**src/design/gdnc_pkg.sv**
```systemverilog
// Shared types, constants and tables for the Gregorian day number converter.
// Holds the microcode program, control word and result types and the calendar tables.
// No dependencies.
package gdnc_pkg;

	localparam int unsigned PC_W = 4;

	localparam logic [13:0] YEAR_MAX    = 14'd9999;
	localparam logic [21:0] SPAN_FIRST  = 22'd366;
	localparam logic [21:0] SPAN_LAST   = 22'd3652424;
	localparam logic [21:0] CYCLE_DAYS  = 22'd146097;
	localparam logic [21:0] CYCLE_YEARS = 22'd400;
	localparam logic [21:0] YEAR_DAYS   = 22'd365;
	localparam logic [21:0] CYCLE_LEAPS = 22'd97;
	localparam logic [21:0] WD_OFFSET   = 22'd6;
	localparam logic [3:0]  MONTHS      = 4'd12;

	// datapath operations, carried out only when the step's condition holds
	typedef enum logic [3:0] {
		OP_NOP,
		OP_SUB400,
		OP_SET_T,
		OP_CNT_YEAR,
		OP_CNT_CYC,
		OP_CNT_MON,
		OP_SUB_CYCLE,
		OP_SUB_YEAR,
		OP_SUB_MONTH,
		OP_WEEKDAY,
		OP_DONE,
		OP_FAIL
	} op_t;

	typedef enum logic [3:0] {
		C_ALWAYS,
		C_MODE1,
		C_DATE_BAD,
		C_GE_400,
		C_DAY_BAD,
		C_SPAN_BAD,
		C_GE_CYCLE,
		C_GE_YEAR,
		C_MONTH_FITS
	} cond_t;

	typedef struct packed {
		op_t             op;
		cond_t           cond;
		logic [PC_W-1:0] target;
	} ctrl_t;

	typedef struct packed {
		logic [21:0] day_count;
		logic [13:0] out_year;
		logic [3:0]  out_month;
		logic [4:0]  out_day;
		logic [2:0]  week_day;
		logic        valid_res;
	} res_t;

	// program addresses
	localparam logic [PC_W-1:0] PC_DISPATCH  = 4'd0;
	localparam logic [PC_W-1:0] PC_DATE_CHK  = 4'd1;
	localparam logic [PC_W-1:0] PC_Y_CYCLES  = 4'd2;
	localparam logic [PC_W-1:0] PC_SET_T     = 4'd3;
	localparam logic [PC_W-1:0] PC_DAY_CHK   = 4'd4;
	localparam logic [PC_W-1:0] PC_CNT_YEAR  = 4'd5;
	localparam logic [PC_W-1:0] PC_CNT_CYC   = 4'd6;
	localparam logic [PC_W-1:0] PC_CNT_MON   = 4'd7;
	localparam logic [PC_W-1:0] PC_SPAN_CHK  = 4'd8;
	localparam logic [PC_W-1:0] PC_N_CYCLES  = 4'd9;
	localparam logic [PC_W-1:0] PC_N_YEARS   = 4'd10;
	localparam logic [PC_W-1:0] PC_N_MONTHS  = 4'd11;
	localparam logic [PC_W-1:0] PC_WEEKDAY   = 4'd12;
	localparam logic [PC_W-1:0] PC_DONE      = 4'd13;
	localparam logic [PC_W-1:0] PC_FAIL      = 4'd14;

	// control store: a taken condition runs the op and jumps, otherwise fall through
	function automatic ctrl_t ucode(input logic [PC_W-1:0] pc);
		ctrl_t w;
		case (pc)
			PC_DISPATCH: w = '{op: OP_NOP,       cond: C_MODE1,      target: PC_SPAN_CHK};
			PC_DATE_CHK: w = '{op: OP_NOP,       cond: C_DATE_BAD,   target: PC_FAIL};
			PC_Y_CYCLES: w = '{op: OP_SUB400,    cond: C_GE_400,     target: PC_Y_CYCLES};
			PC_SET_T:    w = '{op: OP_SET_T,     cond: C_ALWAYS,     target: PC_DAY_CHK};
			PC_DAY_CHK:  w = '{op: OP_NOP,       cond: C_DAY_BAD,    target: PC_FAIL};
			PC_CNT_YEAR: w = '{op: OP_CNT_YEAR,  cond: C_ALWAYS,     target: PC_CNT_CYC};
			PC_CNT_CYC:  w = '{op: OP_CNT_CYC,   cond: C_ALWAYS,     target: PC_CNT_MON};
			PC_CNT_MON:  w = '{op: OP_CNT_MON,   cond: C_ALWAYS,     target: PC_WEEKDAY};
			PC_SPAN_CHK: w = '{op: OP_NOP,       cond: C_SPAN_BAD,   target: PC_FAIL};
			PC_N_CYCLES: w = '{op: OP_SUB_CYCLE, cond: C_GE_CYCLE,   target: PC_N_CYCLES};
			PC_N_YEARS:  w = '{op: OP_SUB_YEAR,  cond: C_GE_YEAR,    target: PC_N_YEARS};
			PC_N_MONTHS: w = '{op: OP_SUB_MONTH, cond: C_MONTH_FITS, target: PC_N_MONTHS};
			PC_WEEKDAY:  w = '{op: OP_WEEKDAY,   cond: C_ALWAYS,     target: PC_DONE};
			PC_DONE:     w = '{op: OP_DONE,      cond: C_ALWAYS,     target: PC_DISPATCH};
			PC_FAIL:     w = '{op: OP_FAIL,      cond: C_ALWAYS,     target: PC_DISPATCH};
			default:     w = '{op: OP_FAIL,      cond: C_ALWAYS,     target: PC_DISPATCH};
		endcase
		return w;
	endfunction

	// leap rule for a year counted from the start of a 400-year cycle (0..400)
	function automatic logic cycle_year_leap(input logic [8:0] c);
		return (c[1:0] == 2'b00) && (c != 9'd100) && (c != 9'd200) && (c != 9'd300);
	endfunction

	function automatic logic [4:0] days_in_month(input logic [3:0] m, input logic leap);
		logic [4:0] n;
		case (m)
			4'd1, 4'd3, 4'd5, 4'd7, 4'd8, 4'd10, 4'd12: n = 5'd31;
			4'd4, 4'd6, 4'd9, 4'd11:                   n = 5'd30;
			4'd2:                                      n = 5'd28 + 5'(leap);
			default:                                   n = 5'd0;
		endcase
		return n;
	endfunction

	// days in a common year before the first of month m
	function automatic logic [8:0] days_before(input logic [3:0] m);
		logic [8:0] n;
		case (m)
			4'd1:    n = 9'd0;
			4'd2:    n = 9'd31;
			4'd3:    n = 9'd59;
			4'd4:    n = 9'd90;
			4'd5:    n = 9'd120;
			4'd6:    n = 9'd151;
			4'd7:    n = 9'd181;
			4'd8:    n = 9'd212;
			4'd9:    n = 9'd243;
			4'd10:   n = 9'd273;
			4'd11:   n = 9'd304;
			4'd12:   n = 9'd334;
			default: n = 9'd0;
		endcase
		return n;
	endfunction

	// remainder by 7: fold octal digits, since 8 leaves 1
	function automatic logic [2:0] mod7(input logic [21:0] v);
		logic [23:0] w;
		logic [5:0]  s1;
		logic [3:0]  s2;
		logic [3:0]  s3;
		w  = {2'b00, v};
		s1 = 6'd0;
		for (int i = 0; i < 8; i++) begin
			s1 = s1 + 6'(w[3*i +: 3]);
		end
		s2 = 4'(s1[2:0]) + 4'(s1[5:3]);
		s3 = 4'(s2[2:0]) + 4'(s2[3]);
		return (s3 >= 4'd7) ? 3'(s3 - 4'd7) : s3[2:0];
	endfunction

endpackage

```
**src/design/gregorian_day_number_converter_unit.sv**
```systemverilog
// Top level of the Gregorian day number converter: sequencer, control store, output register.
// Instantiates gdnc_datapath; uses gdnc_pkg.
//
// A beat in mode 0 turns a date into its serial day count (366 is 1 January of year 1) and
// splits (year - 1) into 400-year cycles one per cycle. A beat in mode 1 turns a day count
// into a date by peeling off the 400-year cycles (up to 24), the years within the last cycle
// (up to 399) and the months, with one closing check for each loop, all stepped by the
// microcode sequencer. A year, month or zero day out of range, or a day count out of span, is
// rejected by a check before any loop runs; a day past the end of its month is found only
// after the year split. Rejected results carry valid_res low and every other field zero. One
// beat is worked at a time; the next is taken the cycle after the result is loaded into the
// output register, and a stalled result holds the program on its last step.
module gregorian_day_number_converter_unit (
	input  logic        clk,
	input  logic        arst_n,
	input  logic        in_valid,
	output logic        in_stall,
	input  logic        mode,
	input  logic [13:0] year,
	input  logic [3:0]  month,
	input  logic [4:0]  day,
	input  logic [21:0] day_number,
	output logic        out_valid,
	input  logic        out_stall,
	output logic [21:0] day_count,
	output logic [13:0] out_year,
	output logic [3:0]  out_month,
	output logic [4:0]  out_day,
	output logic [2:0]  week_day,
	output logic        valid_res
);

	logic                      busy_q;
	logic [gdnc_pkg::PC_W-1:0] pc_q;
	logic                      out_valid_q;
	gdnc_pkg::res_t            res_q;

	gdnc_pkg::ctrl_t           word;
	gdnc_pkg::res_t            res;
	logic                      cond_hit;
	logic                      load;
	logic                      fin_op;
	logic                      out_free;
	logic                      step_en;

	assign word     = gdnc_pkg::ucode(pc_q);
	assign load     = in_valid && !busy_q;
	assign fin_op   = (word.op == gdnc_pkg::OP_DONE) || (word.op == gdnc_pkg::OP_FAIL);
	assign out_free = !out_valid_q || !out_stall;
	// hold the last step until the output register can take the beat
	assign step_en  = busy_q && (!fin_op || out_free);

	gdnc_datapath u_datapath (
		.clk        (clk),
		.load       (load),
		.mode       (mode),
		.year       (year),
		.month      (month),
		.day        (day),
		.day_number (day_number),
		.exec       (step_en),
		.ctrl       (word),
		.cond_hit   (cond_hit),
		.res        (res)
	);

	always_ff @(posedge clk or negedge arst_n) begin
		if (!arst_n) begin
			busy_q      <= 1'b0;
			pc_q        <= gdnc_pkg::PC_DISPATCH;
			out_valid_q <= 1'b0;
		end else begin
			if (step_en && fin_op) begin
				out_valid_q <= 1'b1;
			end else if (out_valid_q && !out_stall) begin
				out_valid_q <= 1'b0;
			end
			if (load) begin
				busy_q <= 1'b1;
				pc_q   <= gdnc_pkg::PC_DISPATCH;
			end else if (step_en) begin
				if (fin_op) begin
					busy_q <= 1'b0;
				end else if (cond_hit) begin
					pc_q <= word.target;
				end else begin
					pc_q <= pc_q + gdnc_pkg::PC_W'(1);
				end
			end
		end
	end

	always_ff @(posedge clk) begin
		if (step_en && fin_op) begin
			res_q <= res;
		end
	end

	assign in_stall  = busy_q;
	assign out_valid = out_valid_q;
	assign day_count = res_q.day_count;
	assign out_year  = res_q.out_year;
	assign out_month = res_q.out_month;
	assign out_day   = res_q.out_day;
	assign week_day  = res_q.week_day;
	assign valid_res = res_q.valid_res;

	a_accept_starts: assert property (@(posedge clk) disable iff (!arst_n)
		(in_valid && !in_stall) |=> (busy_q && pc_q == gdnc_pkg::PC_DISPATCH))
		else $error("accepted beat did not start the program");

	a_finish_blocked: assert property (@(posedge clk) disable iff (!arst_n)
		(busy_q && fin_op && out_valid_q && out_stall) |=> (busy_q && $stable(pc_q)))
		else $error("program finished over a stalled result");

	a_reject_zero: assert property (@(posedge clk) disable iff (!arst_n)
		(out_valid && !valid_res) |-> (day_count == 22'd0 && out_year == 14'd0
			&& out_month == 4'd0 && out_day == 5'd0 && week_day == 3'd0))
		else $error("rejected result carries non-zero fields");

	a_legal_date: assert property (@(posedge clk) disable iff (!arst_n)
		(out_valid && valid_res) |-> (out_month >= 4'd1 && out_month <= 4'd12
			&& out_day != 5'd0 && week_day <= 3'd6 && out_year != 14'd0))
		else $error("accepted result is not a legal date");

endmodule

```
**src/design/gdnc_datapath.sv**
```systemverilog
// Datapath of the day number converter: working registers, condition flags, operations.
// Fed one control word a cycle, bar stalls, by the top-level sequencer; uses gdnc_pkg.
module gdnc_datapath (
	input  logic              clk,
	input  logic              load,
	input  logic              mode,
	input  logic [13:0]       year,
	input  logic [3:0]        month,
	input  logic [4:0]        day,
	input  logic [21:0]       day_number,
	input  logic              exec,
	input  gdnc_pkg::ctrl_t   ctrl,
	output logic              cond_hit,
	output gdnc_pkg::res_t    res
);

	logic        mode_q;
	logic [13:0] year_q;
	logic [3:0]  month_q;
	logic [4:0]  day_q;
	logic [21:0] acc_q;
	logic [21:0] cnt_q;
	logic [4:0]  cyc_q;
	logic [8:0]  yic_q;
	logic [3:0]  mon_q;
	logic [2:0]  wd_q;

	logic        leap;
	logic [8:0]  year_len;
	logic [4:0]  dim_mon;
	logic [4:0]  dim_in;
	logic [8:0]  c_low;
	logic [1:0]  c_cent;
	logic [21:0] year_days;
	logic        feb_extra;

	assign leap      = gdnc_pkg::cycle_year_leap(yic_q);
	assign year_len  = 9'd365 + 9'(leap);
	assign dim_mon   = gdnc_pkg::days_in_month(mon_q, leap);
	assign dim_in    = gdnc_pkg::days_in_month(month_q, leap);
	// in date mode the accumulator ends as (year - 1) mod 400
	assign c_low     = acc_q[8:0];
	assign c_cent    = 2'(c_low >= 9'd100) + 2'(c_low >= 9'd200) + 2'(c_low >= 9'd300);
	assign year_days = 22'(year_q) * gdnc_pkg::YEAR_DAYS;
	assign feb_extra = leap && (month_q > 4'd2);

	always_comb begin
		case (ctrl.cond)
			gdnc_pkg::C_ALWAYS:     cond_hit = 1'b1;
			gdnc_pkg::C_MODE1:      cond_hit = mode_q;
			gdnc_pkg::C_DATE_BAD:   cond_hit = (year_q == 14'd0) || (year_q > gdnc_pkg::YEAR_MAX)
				|| (month_q == 4'd0) || (month_q > gdnc_pkg::MONTHS) || (day_q == 5'd0);
			gdnc_pkg::C_GE_400:     cond_hit = acc_q >= gdnc_pkg::CYCLE_YEARS;
			gdnc_pkg::C_DAY_BAD:    cond_hit = day_q > dim_in;
			gdnc_pkg::C_SPAN_BAD:   cond_hit = (cnt_q < gdnc_pkg::SPAN_FIRST)
				|| (cnt_q > gdnc_pkg::SPAN_LAST);
			gdnc_pkg::C_GE_CYCLE:   cond_hit = acc_q >= gdnc_pkg::CYCLE_DAYS;
			gdnc_pkg::C_GE_YEAR:    cond_hit = acc_q >= 22'(year_len);
			gdnc_pkg::C_MONTH_FITS: cond_hit = (mon_q < gdnc_pkg::MONTHS) && (acc_q >= 22'(dim_mon));
			default:                cond_hit = 1'b0;
		endcase
	end

	always_ff @(posedge clk) begin
		if (load) begin
			mode_q  <= mode;
			year_q  <= year;
			month_q <= month;
			day_q   <= day;
			acc_q   <= mode ? day_number : 22'(year - 14'd1);
			cnt_q   <= day_number;
			cyc_q   <= 5'd0;
			yic_q   <= 9'd0;
			mon_q   <= 4'd1;
		end else if (exec && cond_hit) begin
			case (ctrl.op)
				gdnc_pkg::OP_NOP: begin
				end
				gdnc_pkg::OP_SUB400: begin
					acc_q <= acc_q - gdnc_pkg::CYCLE_YEARS;
					cyc_q <= cyc_q + 5'd1;
				end
				gdnc_pkg::OP_SET_T: begin
					yic_q <= c_low + 9'd1;
				end
				gdnc_pkg::OP_CNT_YEAR: begin
					cnt_q <= year_days;
				end
				gdnc_pkg::OP_CNT_CYC: begin
					cnt_q <= cnt_q + 22'(cyc_q) * gdnc_pkg::CYCLE_LEAPS + 22'(c_low[8:2])
						- 22'(c_cent);
				end
				gdnc_pkg::OP_CNT_MON: begin
					cnt_q <= cnt_q + 22'(gdnc_pkg::days_before(month_q)) + 22'(feb_extra)
						+ 22'(day_q);
				end
				gdnc_pkg::OP_SUB_CYCLE: begin
					acc_q <= acc_q - gdnc_pkg::CYCLE_DAYS;
					cyc_q <= cyc_q + 5'd1;
				end
				gdnc_pkg::OP_SUB_YEAR: begin
					acc_q <= acc_q - 22'(year_len);
					yic_q <= yic_q + 9'd1;
				end
				gdnc_pkg::OP_SUB_MONTH: begin
					acc_q <= acc_q - 22'(dim_mon);
					mon_q <= mon_q + 4'd1;
				end
				gdnc_pkg::OP_WEEKDAY: begin
					wd_q <= gdnc_pkg::mod7(cnt_q + gdnc_pkg::WD_OFFSET);
				end
				default: begin
				end
			endcase
		end
	end

	always_comb begin
		if (ctrl.op == gdnc_pkg::OP_FAIL) begin
			res = '0;
		end else begin
			res.day_count = cnt_q;
			res.out_year  = mode_q ? 14'(cyc_q) * 14'd400 + 14'(yic_q) : year_q;
			res.out_month = mode_q ? mon_q : month_q;
			res.out_day   = mode_q ? acc_q[4:0] + 5'd1 : day_q;
			res.week_day  = wd_q;
			res.valid_res = 1'b1;
		end
	end

endmodule

```
**config.mk**
```make
export PLATFORM = sky130hd
export DESIGN_NAME = gregorian_day_number_converter_unit
export DESIGN_NICKNAME = d
export VERILOG_FILES = /design/src/design/gdnc_pkg.sv /design/src/design/gregorian_day_number_converter_unit.sv /design/src/design/gdnc_datapath.sv
export SDC_FILE = /design/constraint.sdc
export NUM_CORES = 1
export LEC_CHECK = 0
export BUFFER_PORTS_ARGS = -buffer_cell sky130_fd_sc_hd__buf_4
export CORE_UTILIZATION = 55
export CTS_BUF_LIST = sky130_fd_sc_hd__clkbuf_16
export CTS_CLUSTER_DIAMETER = 60
export DETAILED_ROUTE_END_ITERATION = 12
export PLACE_DENSITY = 0.76
export SLEW_MARGIN = 20
export SYNTH_ARGS = -nofsm -noshare
export SYNTH_HDL_FRONTEND = slang
export SYNTH_SLANG_ARGS = --single-unit
```
**constraint.sdc**
```tcl
create_clock -name clk -period 6.1 [get_ports clk]
set_input_delay 0.915 -clock clk [delete_from_list [all_inputs] [get_ports clk]]
set_output_delay 0.915 -clock clk [all_outputs]
set_load 0.01 [all_outputs]
```
==> results_dict.tcl <==
set metrics [dict create \
    start_util_pct 56.6 \
    mostFrequentLayoutCell "ha_1" \
    grt_pass1_wl_um 78600 \
    relSlewSlack_pct 31.9 \
    totalWireLength_um 50600 \
    firstDrtPassIters 5 \
    io_buffers 100 \
    placementRows 63 \
    yosysTopAreaCell "edfxtp_1" \
    required_ps 6310 \
    rsz0062_at_grt "yes" \
    reg2reg_slack_ps 110 \
    syn_avg_cell_area_um2 8.91 \
    netlist-cell-type-count 84 \
    core-area_um2 30000 \
    fin_nets 2361 \
    r2r-start "u_datapath.cnt_q[3]" \
    routedWlPerCell_um 21.0 \
    cts_max_level 4 \
    via_count 15100 \
    cts-root-buf "clkbuf_16" \
    avgViaCountPerCell 6.27 \
    netlist_area_um2 17000 \
    first_global_vias 14300 \
    layout_common_cells "ha_1, inv_1, nor2_1, buf_4, nand2_1" \
    cp_max_fo 5 \
    setup_violations 0 \
    syn2layout_area_growth_pct 11.7 \
    reg2reg_depth 21 \
    setup_tns_ps 0 \
    ys_seq_area_share_pct 25.3 \
    crit_type "flip-flop to flip-flop" \
    tightest_slew_ps 995 \
    arrival_ps 6200 \
    post-synth-top-area-fraction_pct 21.2 \
    cap_viol_max_count 0 \
    cts_hold_buf 0 \
    numCtsBuffers 17 \
    ios 101 \
    ys_seq_elements 153 \
    worstSkewPairLatency_ps 460 \
    clock_path_buffers 2 \
    antenna_found_initial 1 \
    gp_congestion 0.973 \
    hold_path.class "input pin to async pin" \
    grt_max_degree 51 \
    syn_nets 2267 \
    clock-sinks 153 \
    drc 0 \
    dpl.hpwl_um 40100 \
    r2r_end "u_datapath.wd_q[1]" \
    die-area_um2 31600 \
    die_h_um 178 \
    min_period_ps 5990 \
    crit_path_start_kind "flip-flop" \
    skew_ps 12.7 \
    finalCritPeriodShare_pct 98.2 \
    yosys_warnings 0 \
    maxSlewViolCount 0 \
    ys_async_sr_fraction_pct 3.92 \
    yosys-top-cells-area "edfxtp_1, ha_1, fa_1" \
    syn_inst 1907 \
    die_w_um 178 \
    outcome "completed" \
    tritoncts "done" \
    fmax_mhz 167 \
    gr-total-overflow 0 \
    track_usage_pct 32.7 \
    layout-drive-gt1-share_pct 11.3 \
    cts.clk_slew.worst_paths_ps 80 \
    cp-end-kind "flip-flop" \
    drt_iter0_markers 1472 \
    synth_ff_type "edfxtp_1" \
    n_fill_cell 2494 \
    synth_edf_count 120 \
    finalHoldViolCount 0 \
    ant_nets 0 \
]
## repair_timing
action	4_1_cts	5_1_grt
gates resized for setup	8	4
endpoints found under the setup margin	2	4
buffers inserted	3	4
endpoints found under the hold margin	0	0
pin swaps	1	2
## cells by family (layout without fill, tap and decap cells)
logic type	after synthesis	after routing	share of synthesized area, %
simple gates	553	553	15.4
xor+xnor	124	124	6.39
flops	153	153	25.3
buf+inv	284	391	6.53
mux	41	41	2.59
other cells	0	1	0
fa+ha+maj	310	310	26.5
compound gates	442	442	17.3
## how the worst max path moves through the flow
stage / start / to / cells after the start
after floorplan: u_datapath.cnt_q[1] / u_datapath.wd_q[1] / 22
after global placement: u_datapath.cnt_q[3] / u_datapath.wd_q[1] / 23
after detailed placement: u_datapath.cnt_q[3] / u_datapath.wd_q[1] / 23
after CTS: u_datapath.cnt_q[2] / u_datapath.wd_q[1] / 22
after global routing: u_datapath.cnt_q[3] / u_datapath.wd_q[1] / 23
final: u_datapath.cnt_q[3] / u_datapath.wd_q[1] / 21
## Yosys cell counts, drive strengths merged, types with 8 or more instances
master,count
ha,226
inv,200
nor2,185
nand2,135
edfxtp,120
a21oi,118
xnor2,92
o21ai,88
fa,84
clkbuf,67
nor3,54
nand3,48
mux2i,35
a211oi,34
a221oi,32
xor2,32
dfxtp,27
a21o,23
nor4,17
a31oi,16
and2,16
nor2b,15
buf,14
nand2b,14
o211ai,14
and3,13
or3,12
nand4,10
o22ai,10
o21a,9
o31ai,9
a22oi,8
## routing by layer
layer	routed length, um	up-vias	global-route usage, %	share of wire (%)
met5	0	-	0	0
met4	1330	0	11.3	2.6
met3	4730	81	5.72	9.3
met2	22800	758	50.0	45
met1	21800	7230	46.2	43
li1	-	7022	-	-
## state kept, by name (all words and copies together), names as in the netlist, 3 cells and up, named ones only
| signal | flops |
|---|---|
| pc_q | 4 |
| u_datapath.day_q | 5 |
| u_datapath.wd_q | 3 |
| u_datapath.year_q | 14 |
| u_datapath.mon_q | 4 |
| u_datapath.cyc_q | 5 |
| u_datapath.yic_q | 9 |
| week_day | 3 |
| u_datapath.acc_q | 22 |
| out_day | 5 |
| u_datapath.month_q | 4 |
| out_year | 14 |
| u_datapath.cnt_q | 22 |
| day_count | 22 |
| out_month | 4 |
## layout make-up
class / instances / area (um2) / area share, %
diodes: 1 / 2.50 / 0.0132
clock buffers: 17 / 425 / 2.24
well taps: 390 / 488 / 2.57
flip-flops and latches: 153 / 4290 / 22.6
inverters: 203 / 763 / 4.02
clock inverters: 15 / 146 / 0.771
repair buffers: 156 / 1170 / 6.17
multi-input cells: 1470 / 11700 / 61.6
## metrics by stage
stage,hold slack [ps],cell area [um2],util (%),cells,setup slack (ps)
6_report,240,19000,63.2,2405,110
5_1_grt,235,19000,63.2,2404,-88.5
4_1_cts,230,18900,63.1,2400,45.1
3_5_place_dp,502,18300,61.0,2365,-192
3_3_place_gp,493,18300,61.0,2365,42.7
2_1_floorplan,470,17000,-,1907,28.4
## worst max-delay path: stages, from the launching register on
cell and delay (ps):
edfxtp_1 470, buf_4 190, xnor2_1 120, ha_1 200, fa_1 380, xnor2_1 160, fa_1 550, inv_1 50
fa_1 480, fa_1 490, ha_2 220, fa_2 350, xor2_2 160, ha_1 270, a21o_1 170, a21o_1 180
ha_2 200, ha_4 280, ha_4 140, a221oi_1 80, a21oi_1 240, mux2_2 360
Power is not shown: default switching activity piles up to over one toggle a cycle in this logic, so the estimate is an artifact.
